$ cat config.mk
export PLATFORM = sky130hd
export DESIGN_NAME = vector_norm_accumulator_top
export DESIGN_NICKNAME = d
export VERILOG_FILES = /design/src/hdl/vna_pkg.sv /design/src/hdl/vna_front.sv /design/src/hdl/vna_queue.sv /design/src/hdl/vna_back.sv /design/src/hdl/vector_norm_accumulator_top.sv
export SDC_FILE = /design/constraint.sdc
export NUM_CORES = 1
export LEC_CHECK = 0
export BUFFER_PORTS_ARGS = -buffer_cell sky130_fd_sc_hd__buf_2
export CAP_MARGIN = 20
export CELL_PAD_IN_SITES_DETAIL_PLACEMENT = 0
export CELL_PAD_IN_SITES_GLOBAL_PLACEMENT = 1
export CORE_UTILIZATION = 39
export CTS_BUF_LIST = sky130_fd_sc_hd__clkbuf_16
export CTS_CLUSTER_SIZE = 14
export DETAILED_ROUTE_END_ITERATION = 10
export PLACE_DENSITY_LB_ADDON = 0.1
export SYNTH_ARGS = -nofsm -noshare
export SYNTH_HDL_FRONTEND = slang
export SYNTH_SLANG_ARGS = --single-unit
$ cat constraint.sdc
create_clock -name clk -period 13.4 [get_ports clk]
set_clock_uncertainty 0.1 [all_clocks]
set_input_delay 2.68 -clock clk [delete_from_list [all_inputs] [get_ports clk]]
set_output_delay 2.68 -clock clk [all_outputs]
set_load 0.01 [all_outputs]
$ cat src/hdl/vna_pkg.sv
`default_nettype none

package vna_pkg;

  localparam int ELEM_W      = 16;
  localparam int TOTAL_W     = 39;
  localparam int NORM_W      = 24;
  localparam int COUNT_W     = 9;
  localparam int ROOT_W      = 20;
  localparam int SQRT_STEPS  = 20;
  localparam int COUNT_MAX   = 511;
  localparam int QUEUE_DEPTH = 2;

  localparam logic [TOTAL_W-1:0] TOTAL_MAX = {TOTAL_W{1'b1}};
  localparam logic [NORM_W-1:0]  NORM_MAX  = {NORM_W{1'b1}};

  typedef enum logic [1:0] {
    MODE_L1   = 2'd0,
    MODE_L2   = 2'd1,
    MODE_LINF = 2'd2,
    MODE_NONE = 2'd3
  } mode_t;

  typedef enum logic [1:0] {
    B_IDLE,
    B_ROOT,
    B_FINISH
  } bstate_t;

  typedef struct packed {
    logic signed [ELEM_W-1:0] element_value;
    logic                     last_element;
  } in_t;

  typedef struct packed {
    logic [NORM_W-1:0]  norm_value;
    logic [COUNT_W-1:0] element_count;
    logic               overflow;
  } out_t;

  typedef struct packed {
    logic [TOTAL_W-1:0] total;
    logic [COUNT_W-1:0] count;
    logic               ovf;
    mode_t              mode;
  } job_t;

  typedef struct packed {
    logic full;
    logic empty;
  } qstat_t;

endpackage

`default_nettype wire

$ cat src/hdl/vna_front.sv
`default_nettype none

module vna_front #(
  parameter int MAX_LEN = 256
) (
  input  logic          clk,
  input  logic          rst,
  input  logic          in_valid,
  output logic          in_stall,
  input  vna_pkg::in_t  in_word,
  input  logic          cfg_write,
  input  logic [1:0]    cfg_data,
  input  vna_pkg::qstat_t qstat,
  output logic          push,
  output vna_pkg::job_t push_job
);
  import vna_pkg::*;

  localparam int CW = $clog2(MAX_LEN + 1);

  mode_t              mode;
  logic [TOTAL_W-1:0] total;
  logic [CW-1:0]      seen;
  logic               ovf;

  logic [TOTAL_W-1:0] total_next;
  logic [CW-1:0]      seen_next;
  logic               ovf_next;

  logic               accept;
  logic [ELEM_W-1:0]  raw;
  logic [ELEM_W-1:0]  mag;
  logic [31:0]        sq;
  logic [TOTAL_W-1:0] addend;
  logic [TOTAL_W:0]   sum;
  logic [TOTAL_W-1:0] sum_sat;
  logic               full;
  logic [COUNT_W-1:0] count_sat;

  assign in_stall = qstat.full;
  assign accept   = in_valid & ~qstat.full;

  assign raw = in_word.element_value;
  assign mag = raw[ELEM_W-1] ? (~raw + 16'd1) : raw;
  assign sq  = 32'(mag) * 32'(mag);

  always_comb begin
    unique case (mode)
      MODE_L1: addend = TOTAL_W'(mag);
      MODE_L2: addend = TOTAL_W'(sq);
      default: addend = '0;
    endcase
  end

  assign sum     = {1'b0, total} + {1'b0, addend};
  assign sum_sat = sum[TOTAL_W] ? TOTAL_MAX : sum[TOTAL_W-1:0];
  assign full    = (seen == CW'(MAX_LEN));

  always_comb begin
    total_next = total;
    seen_next  = seen;
    ovf_next   = ovf;
    if (full) begin
      ovf_next = 1'b1;
    end else begin
      seen_next = seen + CW'(1);
      unique case (mode)
        MODE_L1, MODE_L2: total_next = sum_sat;
        MODE_LINF: begin
          if (TOTAL_W'(mag) > total) begin
            total_next = TOTAL_W'(mag);
          end
        end
        default: total_next = total;
      endcase
    end
  end

  always_comb begin
    if (32'(seen_next) > 32'(COUNT_MAX)) begin
      count_sat = COUNT_W'(COUNT_MAX);
    end else begin
      count_sat = COUNT_W'(seen_next);
    end
  end

  assign push           = accept & in_word.last_element;
  assign push_job.total = total_next;
  assign push_job.count = count_sat;
  assign push_job.ovf   = ovf_next;
  assign push_job.mode  = mode;

  always_ff @(posedge clk) begin
    if (rst) begin
      mode  <= MODE_L1;
      total <= '0;
      seen  <= '0;
      ovf   <= 1'b0;
    end else begin
      if (cfg_write) begin
        mode <= mode_t'(cfg_data);
      end
      if (accept) begin
        if (in_word.last_element) begin
          total <= '0;
          seen  <= '0;
          ovf   <= 1'b0;
        end else begin
          total <= total_next;
          seen  <= seen_next;
          ovf   <= ovf_next;
        end
      end
    end
  end

endmodule

`default_nettype wire

$ cat src/hdl/vna_queue.sv
`default_nettype none

module vna_queue (
  input  logic            clk,
  input  logic            rst,
  input  logic            push,
  input  vna_pkg::job_t   push_job,
  input  logic            pop,
  output vna_pkg::job_t   pop_job,
  output vna_pkg::qstat_t qstat
);
  import vna_pkg::*;

  localparam int PW = $clog2(QUEUE_DEPTH);
  localparam int NW = $clog2(QUEUE_DEPTH + 1);

  job_t          slots [QUEUE_DEPTH];
  logic [PW-1:0] wr_ptr;
  logic [PW-1:0] rd_ptr;
  logic [NW-1:0] fill;

  assign qstat.full  = (fill == NW'(QUEUE_DEPTH));
  assign qstat.empty = (fill == '0);
  assign pop_job     = slots[rd_ptr];

  always_ff @(posedge clk) begin
    if (push) begin
      slots[wr_ptr] <= push_job;
    end
  end

  always_ff @(posedge clk) begin
    if (rst) begin
      wr_ptr <= '0;
      rd_ptr <= '0;
      fill   <= '0;
    end else begin
      if (push) begin
        wr_ptr <= (wr_ptr == PW'(QUEUE_DEPTH - 1)) ? '0 : wr_ptr + PW'(1);
      end
      if (pop) begin
        rd_ptr <= (rd_ptr == PW'(QUEUE_DEPTH - 1)) ? '0 : rd_ptr + PW'(1);
      end
      unique case ({push, pop})
        2'b10:   fill <= fill + NW'(1);
        2'b01:   fill <= fill - NW'(1);
        default: fill <= fill;
      endcase
    end
  end

endmodule

`default_nettype wire

$ cat src/hdl/vna_back.sv
`default_nettype none

module vna_back (
  input  logic            clk,
  input  logic            rst,
  input  vna_pkg::qstat_t qstat,
  input  vna_pkg::job_t   pop_job,
  output logic            pop,
  output logic            out_valid,
  input  logic            out_stall,
  output vna_pkg::out_t   out_word
);
  import vna_pkg::*;

  localparam int RAD_W  = 2 * ROOT_W;
  localparam int REM_W  = ROOT_W + 1;
  localparam int STEP_W = $clog2(SQRT_STEPS);

  bstate_t state;
  bstate_t state_next;

  job_t              job;
  logic [RAD_W-1:0]  rad;
  logic [REM_W-1:0]  rem;
  logic [ROOT_W-1:0] root;
  logic [STEP_W-1:0] step;

  logic              step_en;
  logic              load;
  logic              last_step;
  logic [REM_W+1:0]  rem_sh;
  logic [REM_W+1:0]  trial;
  logic              ge;
  logic [REM_W+1:0]  rem_diff;
  logic [NORM_W-1:0] norm;

  assign last_step = (step == STEP_W'(SQRT_STEPS - 1));

  always_comb begin
    state_next = state;
    unique case (state)
      B_IDLE: begin
        if (!qstat.empty) begin
          state_next = (pop_job.mode == MODE_L2) ? B_ROOT : B_FINISH;
        end
      end
      B_ROOT: begin
        if (last_step) begin
          state_next = B_FINISH;
        end
      end
      B_FINISH: begin
        if (!out_valid || !out_stall) begin
          state_next = B_IDLE;
        end
      end
      default: state_next = B_IDLE;
    endcase
  end

  always_comb begin
    pop     = 1'b0;
    step_en = 1'b0;
    load    = 1'b0;
    unique case (state)
      B_IDLE:   pop     = !qstat.empty;
      B_ROOT:   step_en = 1'b1;
      B_FINISH: load    = !out_valid || !out_stall;
      default: ;
    endcase
  end

  // restoring square root, one result bit per cycle
  assign rem_sh   = {rem, rad[RAD_W-1 -: 2]};
  assign trial    = (REM_W + 2)'({root, 2'b01});
  assign ge       = (rem_sh >= trial);
  assign rem_diff = rem_sh - trial;

  always_comb begin
    unique case (job.mode)
      MODE_L1, MODE_LINF: begin
        norm = (job.total > TOTAL_W'(NORM_MAX)) ? NORM_MAX : job.total[NORM_W-1:0];
      end
      MODE_L2:   norm = NORM_W'(root);
      default:   norm = '0;
    endcase
    if (job.ovf) begin
      norm = NORM_MAX;
    end
  end

  always_ff @(posedge clk) begin
    if (pop) begin
      job <= pop_job;
      rad <= RAD_W'(pop_job.total);
      rem <= '0;
      root <= '0;
    end else if (step_en) begin
      rad  <= {rad[RAD_W-3:0], 2'b00};
      rem  <= ge ? rem_diff[REM_W-1:0] : rem_sh[REM_W-1:0];
      root <= {root[ROOT_W-2:0], ge};
    end
    if (load) begin
      out_word.norm_value    <= norm;
      out_word.element_count <= job.count;
      out_word.overflow      <= job.ovf;
    end
  end

  always_ff @(posedge clk) begin
    if (rst) begin
      state     <= B_IDLE;
      step      <= '0;
      out_valid <= 1'b0;
    end else begin
      state <= state_next;
      if (pop) begin
        step <= '0;
      end else if (step_en) begin
        step <= step + STEP_W'(1);
      end
      if (load) begin
        out_valid <= 1'b1;
      end else if (!out_stall) begin
        out_valid <= 1'b0;
      end
    end
  end

endmodule

`default_nettype wire

$ cat src/hdl/vector_norm_accumulator_top.sv
// Vector norm accumulator.
// Input channel (in_valid / in_stall / in_word): one signed Q8.8 element per
// word, last_element marks the end of a vector. Elements are taken one per
// cycle; in_stall rises only while the result queue (two vectors) is full.
// Config: cfg_write / cfg_data set norm_mode (0 L1, 1 L2, 2 Linf); write it
// while the block is idle. The mode is sampled per element and on the last.
// Output channel (out_valid / out_stall / out_word): one word per vector with
// the norm (unsigned Q16.8), element count and overflow flag.
// From the last element, the vector is pushed into the queue, popped by the back
// end, run through the 20-step bit-serial square root (L2 only) and loaded
// into the registered output word. The back end finishes one vector before it
// pops another, overlapping the accumulation of the next vectors.
// Elements beyond MAX_LEN are dropped and the result saturates with overflow.
// A stalled output word holds; finished vectors wait in the queue meanwhile.
// Reset (rst, synchronous) clears the accumulator, queue and mode to L1.
`default_nettype none

module vector_norm_accumulator_top #(
  parameter int MAX_LEN = 256
) (
  input  logic          clk,
  input  logic          rst,
  input  logic          in_valid,
  output logic          in_stall,
  input  vna_pkg::in_t  in_word,
  output logic          out_valid,
  input  logic          out_stall,
  output vna_pkg::out_t out_word,
  input  logic          cfg_write,
  input  logic [1:0]    cfg_data
);
  import vna_pkg::*;

  logic   push;
  logic   pop;
  job_t   push_job;
  job_t   pop_job;
  qstat_t qstat;

  vna_front #(
    .MAX_LEN(MAX_LEN)
  ) u_front (
    .clk      (clk),
    .rst      (rst),
    .in_valid (in_valid),
    .in_stall (in_stall),
    .in_word  (in_word),
    .cfg_write(cfg_write),
    .cfg_data (cfg_data),
    .qstat    (qstat),
    .push     (push),
    .push_job (push_job)
  );

  vna_queue u_queue (
    .clk     (clk),
    .rst     (rst),
    .push    (push),
    .push_job(push_job),
    .pop     (pop),
    .pop_job (pop_job),
    .qstat   (qstat)
  );

  vna_back u_back (
    .clk      (clk),
    .rst      (rst),
    .qstat    (qstat),
    .pop_job  (pop_job),
    .pop      (pop),
    .out_valid(out_valid),
    .out_stall(out_stall),
    .out_word (out_word)
  );

endmodule

`default_nettype wire

==> metrics.md, run 1 <==
| Metric | Value |
|---|---|
| Max-cap violations | 0 |
| Most common library cell in the layout ignoring fill and taps | inv_1 |
| Clk pin slew, worst setup/hold paths | 60 ps |
| Largest net degree at the start of global routing | 73 |
| FMAX | 80.14 MHz |
| Hold Path Origin | u_back.job[6]$_DFFE_PP_ |
| Final hold viol count | 0 |
| Routed WL per cell | ~19 um |
| Seq/Total Area, Yosys | 0.3725 |
| Most frequent cells in the layout | inv_1, nand2_1, edfxtp_1 |
| Critical Path RT | 13600 ps |
| Ant diodes | 0 |
| Yosys reg bits | 332 |
| Vias after detailed routing | between 15000 and 20000 |
| Mapped Area | 23920 um2 |
| Unrepaired setup endpoints after global routing | false |
| Setup crit end kind | register |
| Status | finished, final reports clean |
| Hold Path End | u_back.out_word[4]$_DFFE_PP_ |
| Total Wirelength | 61.30 mm |
| Skew-Pair Late Insertion Delay | around 530 ps |
| Hpwl dp | 47.29 mm |
| Core ar. | 60470 um2 |
| Clock Tree Buf Depth | 3 |
| Setup Buffers After CTS | 0 |
| Main synth FF type | edfxtp_1 |
| Final worst path period need | 12480 ps |
| Worst Hold Class | reg -> reg |
| Worst r2r path cells | 13 |
| EDFF count, synth | 226 |
| Layout Nets | 2852 |
| Total Routing Usage GR | 0.1974 |
| Slew HR | 0.3109 |
| Initial antenna violation count | 1 |
| Initial DRC Count | 969 |
| TritonCTS clock tree | done |
| FFs w/ async S/R, synth | 0 |
| Tcrit/Tclk final | 0.9312 |
| FP Rows | 90 |
| Slew of the pin with the lowest slew margin | 1034 ps |
| Max Transition Viols Final | 0 |
| Post-synth cell types | 74 |
| Final Wtd Congestion | 0.8734 |
| Vias in the first global route | around 18000 |
| Layout area overhead | 10.11% |
| Post-CTS sizing | 0 |
| Synth warnings | 0 |
| DIE AREA | 62320 um2 |
| Vias per cell | 5.300 |
| Total CTS buffers | 34 |
| IO Pins | 60 |
| Worst r2r dst | u_queue.slots[0][48]$_DFFE_PP_ |
| Global-route wire length before repair | 97.95 mm |
| Setup total negative slack | 0 ps |
| Clk sinks | 332 |
| Worst Hold Depth | 0 |
| Critical Path AT | 12680 ps |
| Total grt overflow | 0 |
| Die X | about 250 um |
| Layout cells sized above 1 | 0.09583 |
| Die height | around 250 um |
| Drt first pass iters | 5 |
| Port buffer count | 59 |
| Syn Area/Cell | 9.766 um2 |
| Critical-path top delay cell | fa_1 |
| Syn Inst Count | between 2000 and 2500 |
| Reg-to-reg slack, setup | approximately 8700 ps |
| H-tree depth | 2 |
| DR DRC count | 0 |
| Final setup viols | 0 |
| Type of origin of the critical path | input pin |
| Starting Density | 0.3955 |
| Critical Path Max Stage Delay | 600 ps |
| Hold_buf cts | 0 |
| Origin of the critical flop-to-flop path | u_front.mode[0]$_SDFFE_PP0P_ |
| Crit Path Category | in -> reg |
| ANT nets after route | 0 |
| Crit-path max FO | 10 |
| Root buf cell | clkbuf_16 |
logic make-up after synthesis:
logic type      after synthesis  share of synthesized area
compound gates              522                     0.1414
xor+xnor                    101                    0.03793
simple gates                669                     0.1237
fa+ha+maj                   337                     0.2284
flops                       332                     0.3725
other cells                   2                  0.0003140
mux                          62                    0.02877
buf+inv                     424                    0.06706
worst max path at each step:
| stage | start | endpoint | slack [ps] | cells after the start |
|---|---|---|---|---|
| after CTS | in_word[2] | u_queue.slots[0][42]$_DFFE_PP_ | 960 | 38 |
| after global routing | in_word[2] | u_front.total[38]$_SDFFE_PP0P_ | 320 | 36 |
| final | in_word[2] | u_queue.slots[0][42]$_DFFE_PP_ | 920 | 36 |
| after detailed placement | in_word[2] | u_queue.slots[0][42]$_DFFE_PP_ | 400 | 38 |
| after floorplan | in_word[1] | u_queue.slots[0][44]$_DFFE_PP_ | 1150 | 41 |
| after global placement | in_word[2] | u_queue.slots[0][42]$_DFFE_PP_ | 440 | 38 |
registers in the layout (all words and copies together) (netlist names), named ones only:
register,cells
u_front.total,39
u_front.mode,2
u_front.seen,9
u_back.job,51
u_back.out_word,34
u_queue.slots,102
u_queue.wr_ptr,1
u_back.out_valid,1
u_back.rem,21
u_back.step,5
u_back.rad,40
u_back.state,2
u_front.ovf,1
u_back.root,20
u_queue.fill,2
u_queue.rd_ptr,1
metal layers:
| metal | global-route usage | share of wire | vias up | routed length [um] |
|---|---|---|---|---|
| met2 | 0.3389 | 0.48 | 342 | 29560 |
| met3 | 0.01909 | 0.032 | 104 | 1975 |
| met5 | 0 | 0 | - | 0 |
| met1 | 0.2607 | 0.46 | 8493 | 27960 |
| met4 | 0.06384 | 0.029 | 0 | 1802 |
| li1 | - | - | 8535 | - |
cells in the mapped netlist (all sizes together), types with 5 or more instances:
cell type / count / area share
a211oi: 21 / 0.0068
a21o: 47 / 0.015
a21oi: 139 / 0.029
a221o: 14 / 0.0059
a22o: 19 / 0.0070
a22oi: 13 / 0.0041
a311oi: 5 / 0.0018
a31oi: 48 / 0.013
a41oi: 7 / 0.0026
and2: 8 / 0.0021
and3: 16 / 0.0042
and4: 7 / 0.0026
buf: 14 / 0.0027
clkbuf: 95 / 0.015
dfxtp: 106 / 0.089
edfxtp: 226 / 0.28
fa: 166 / 0.14
ha: 171 / 0.089
inv: 311 / 0.049
mux2: 54 / 0.025
mux2i: 8 / 0.0033
nand2: 266 / 0.042
nand2b: 19 / 0.0050
nand3: 40 / 0.0084
nand4: 22 / 0.0058
nor2: 202 / 0.032
nor2b: 13 / 0.0034
nor3: 33 / 0.0069
nor4: 15 / 0.0039
o211a: 5 / 0.0021
o211ai: 10 / 0.0039
o21a: 12 / 0.0038
o21ai: 119 / 0.025
o21bai: 8 / 0.0025
o22ai: 8 / 0.0021
o31ai: 11 / 0.0035
or2: 6 / 0.0016
or3: 12 / 0.0031
xnor2: 50 / 0.019
xor2: 51 / 0.019
worst max-delay path, delay by kind of cell:
family	cells	cell delay [ps]
compound gates	15	3250
buf+inv	6	380
simple gates	6	2190
fa+ha+maj	8	3720
xor+xnor	1	450
layout make-up:
type                    count  area, um2
multi-input cells        1702      13490
repair buffers            106      648.1
inverters                 315       1184
clock buffers              36      900.9
fillers                  5897      34130
flip-flops and latches    332       8910
well taps                 782      978.4
clock inverters            24      229.0
per-stage QoR:
stage               setup slack [ps]  cells  utilization  instance area (um2)  hold WS (ps)
floorplan                       1149   2458            -                23950         300.3
global route                   318.0   3297       0.4355                26340         334.1
global placement               439.3   3237       0.4168                25210         303.2
detailed placement             398.2   3237       0.4168                25210         305.2
finish                         921.4   3297       0.4355                26340         318.0
CTS                            958.1   3297       0.4355                26340         319.9
Power of run 1 is left out: the tool's default activity adds up to more than one toggle a clock period on the data nets, which glitch-free logic cannot reach.
==> inputs of run 2 (changes only) <==
CTS_BUF_LIST = sky130_fd_sc_hd__clkbuf_4 sky130_fd_sc_hd__clkbuf_8 sky130_fd_sc_hd__clkbuf_16   (was sky130_fd_sc_hd__clkbuf_16)
==> metrics.md, run 2 (synthesized netlist as in run 1, its figures left out) <==
| Metric | Value |
|---|---|
| Status | finished, final reports clean |
| Global-route wire length before repair | 97.95 mm |
| Fillers | around 5900 |
| Vias in the first global route | 17750 |
| Critical Path RT | between 10000 and 15000 ps |
| Tcrit/Tclk final | 0.9283 |
| Slew HR | 0.3085 |
| FMAX | 80.39 MHz |
| Hold Path Origin | u_back.job[6]$_DFFE_PP_ |
| Largest Register | u_queue.slots |
| M1 GR Usage | 0.2610 |
| Gr busiest metal | met2 |
| Layout Nets | around 2900 |
| Max-cap violations | 0 |
| Starting Density | 0.3955 |
| IO Pins | 60 |
| Slew of the pin with the lowest slew margin | 1037 ps |
| Worst Hold Depth | 0 |
| Origin of the critical flop-to-flop path | u_front.mode[1]$_SDFFE_PP0P_ |
| Root buf cell | clkbuf_16 |
| Setup crit end kind | register |
| Most frequent cells in the layout | inv_1, nand2_1, edfxtp_1 |
| Clk sinks | approximately 330 |
| Largest registers | u_queue.slots (102), u_back.job (51), u_back.rad (40) |
| Final Wtd Congestion | ~0.87 |
| Critical Path Max Stage Delay | 600 ps |
| Total CTS buffers | 34 |
| Total Wirelength | roughly 61 mm |
| Die X | 249.6 um |
| Grt met2 use | 0.3387 |
| Setup Buffers After CTS | 0 |
| FP Rows | 90 |
| Critical Path AT | ~13000 ps |
| Worst r2r dst | u_front.total[0]$_SDFFE_PP0P_ |
| Crit Path Category | in -> reg |
| Setup total negative slack | 0 ps |
| Post-CTS sizing | 0 |
| Die height | roughly 250 um |
| Drt first pass iters | 6 |
| Largest net degree at the start of global routing | 73 |
| Dpl ws | 398.2 ps |
| Layout cells sized above 1 | 0.09901 |
| Worst Hold Class | reg -> reg |
| Clk pin slew, worst setup/hold paths | around 60 ps |
| Skew-Pair Late Insertion Delay | 530 ps |
| Setup ws final | 960.4 ps |
| Type of origin of the critical path | input pin |
| Max reg flops | between 100 and 150 |
| GR Layer Usage met3 | 0.01909 |
| Vias per cell | ~5.3 |
| Final worst path period need | 12440 ps |
| Core ar. | a little over 60000 um2 |
| Unrepaired setup endpoints after global routing | false |
| Ant diodes | 0 |
| Hold_buf cts | 0 |
| Hpwl dp | 47.29 mm |
| Initial DRC Count | 1026 |
| Total grt overflow | 0 |
| Most common library cell in the layout ignoring fill and taps | inv_1 |
| ANT nets after route | 0 |
| H-tree depth | 2 |
| DIE AREA | 62320 um2 |
| Reg-to-reg slack, setup | around 8700 ps |
| Routed WL per cell | 18.58 um |
| DR DRC count | 0 |
| Port buffer count | 59 |
| Max Transition Viols Final | 0 |
| Initial antenna violation count | 1 |
| Final setup viols | 0 |
| TritonCTS clock tree | done |
| Critical-path top delay cell | fa_1 |
| Total Routing Usage GR | 0.1974 |
| Clock Tree Buf Depth | 3 |
| Worst r2r path cells | 12 |
| Vias after detailed routing | roughly 17000 |
| Hold Path End | u_back.out_word[4]$_DFFE_PP_ |
| Layout area overhead | 10.29% |
| Final hold viol count | 0 |
| Crit-path max FO | 23 |
==> run 2: stage by stage <==
stage | util | instance area [um2] | std cells | hold WS, ps
floorplan | - | 23950 | 2458 | 300.3
global placement | 0.4168 | 25210 | 3237 | 303.2
detailed placement | 0.4168 | 25210 | 3237 | 305.2
CTS | 0.4362 | 26380 | 3297 | 320.2
global route | 0.4362 | 26380 | 3297 | 334.1
finish | 0.4362 | 26380 | 3297 | 318.0
==> run 2: area by class of cell <==
type | count | area, um2 | area share
Clock inverter | 16 | 198.9 | 0.007542
Clock buffer | 44 | 973.4 | 0.03690
Tap cell | 782 | 978.4 | 0.03709
Multi-Input combinational cell | 1702 | 13490 | 0.5113
Sequential cell | 332 | 8910 | 0.3378
Timing Repair Buffer | 106 | 648.1 | 0.02457
Inverter | 315 | 1184 | 0.04487
==> run 2: routing by layer <==
layer,up-vias,share of wire
met5,-,0
met4,0,0.030
met3,103,0.036
met2,367,0.48
met1,8444,0.45
li1,8524,-
==> run 2: worst max-delay path: cells and delay by family <==
family	cells	cell delay (ps)
xor gates and xnor gates	2	600
AOI/OAI and AO/OA	14	3380
adders and majority gates	8	3720
and+or+nand+nor	7	1970
buffers and inverters	6	380
==> run 2: worst max path at each step <==
| stage | startpoint | end | slack, ps | depth (start not counted) |
|---|---|---|---|---|
| detailed placement | in_word[2] | u_queue.slots[0][42]$_DFFE_PP_ | 400 | 38 |
| floorplan | in_word[1] | u_queue.slots[0][44]$_DFFE_PP_ | 1150 | 41 |
| CTS | in_word[2] | u_queue.slots[0][42]$_DFFE_PP_ | 960 | 38 |
| global placement | in_word[2] | u_queue.slots[0][42]$_DFFE_PP_ | 440 | 38 |
| finish | in_word[2] | u_front.total[0]$_SDFFE_PP0P_ | 960 | 37 |
| global route | in_word[2] | u_front.total[38]$_SDFFE_PP0P_ | 320 | 36 |
Power of run 2 is left out for the same reason.
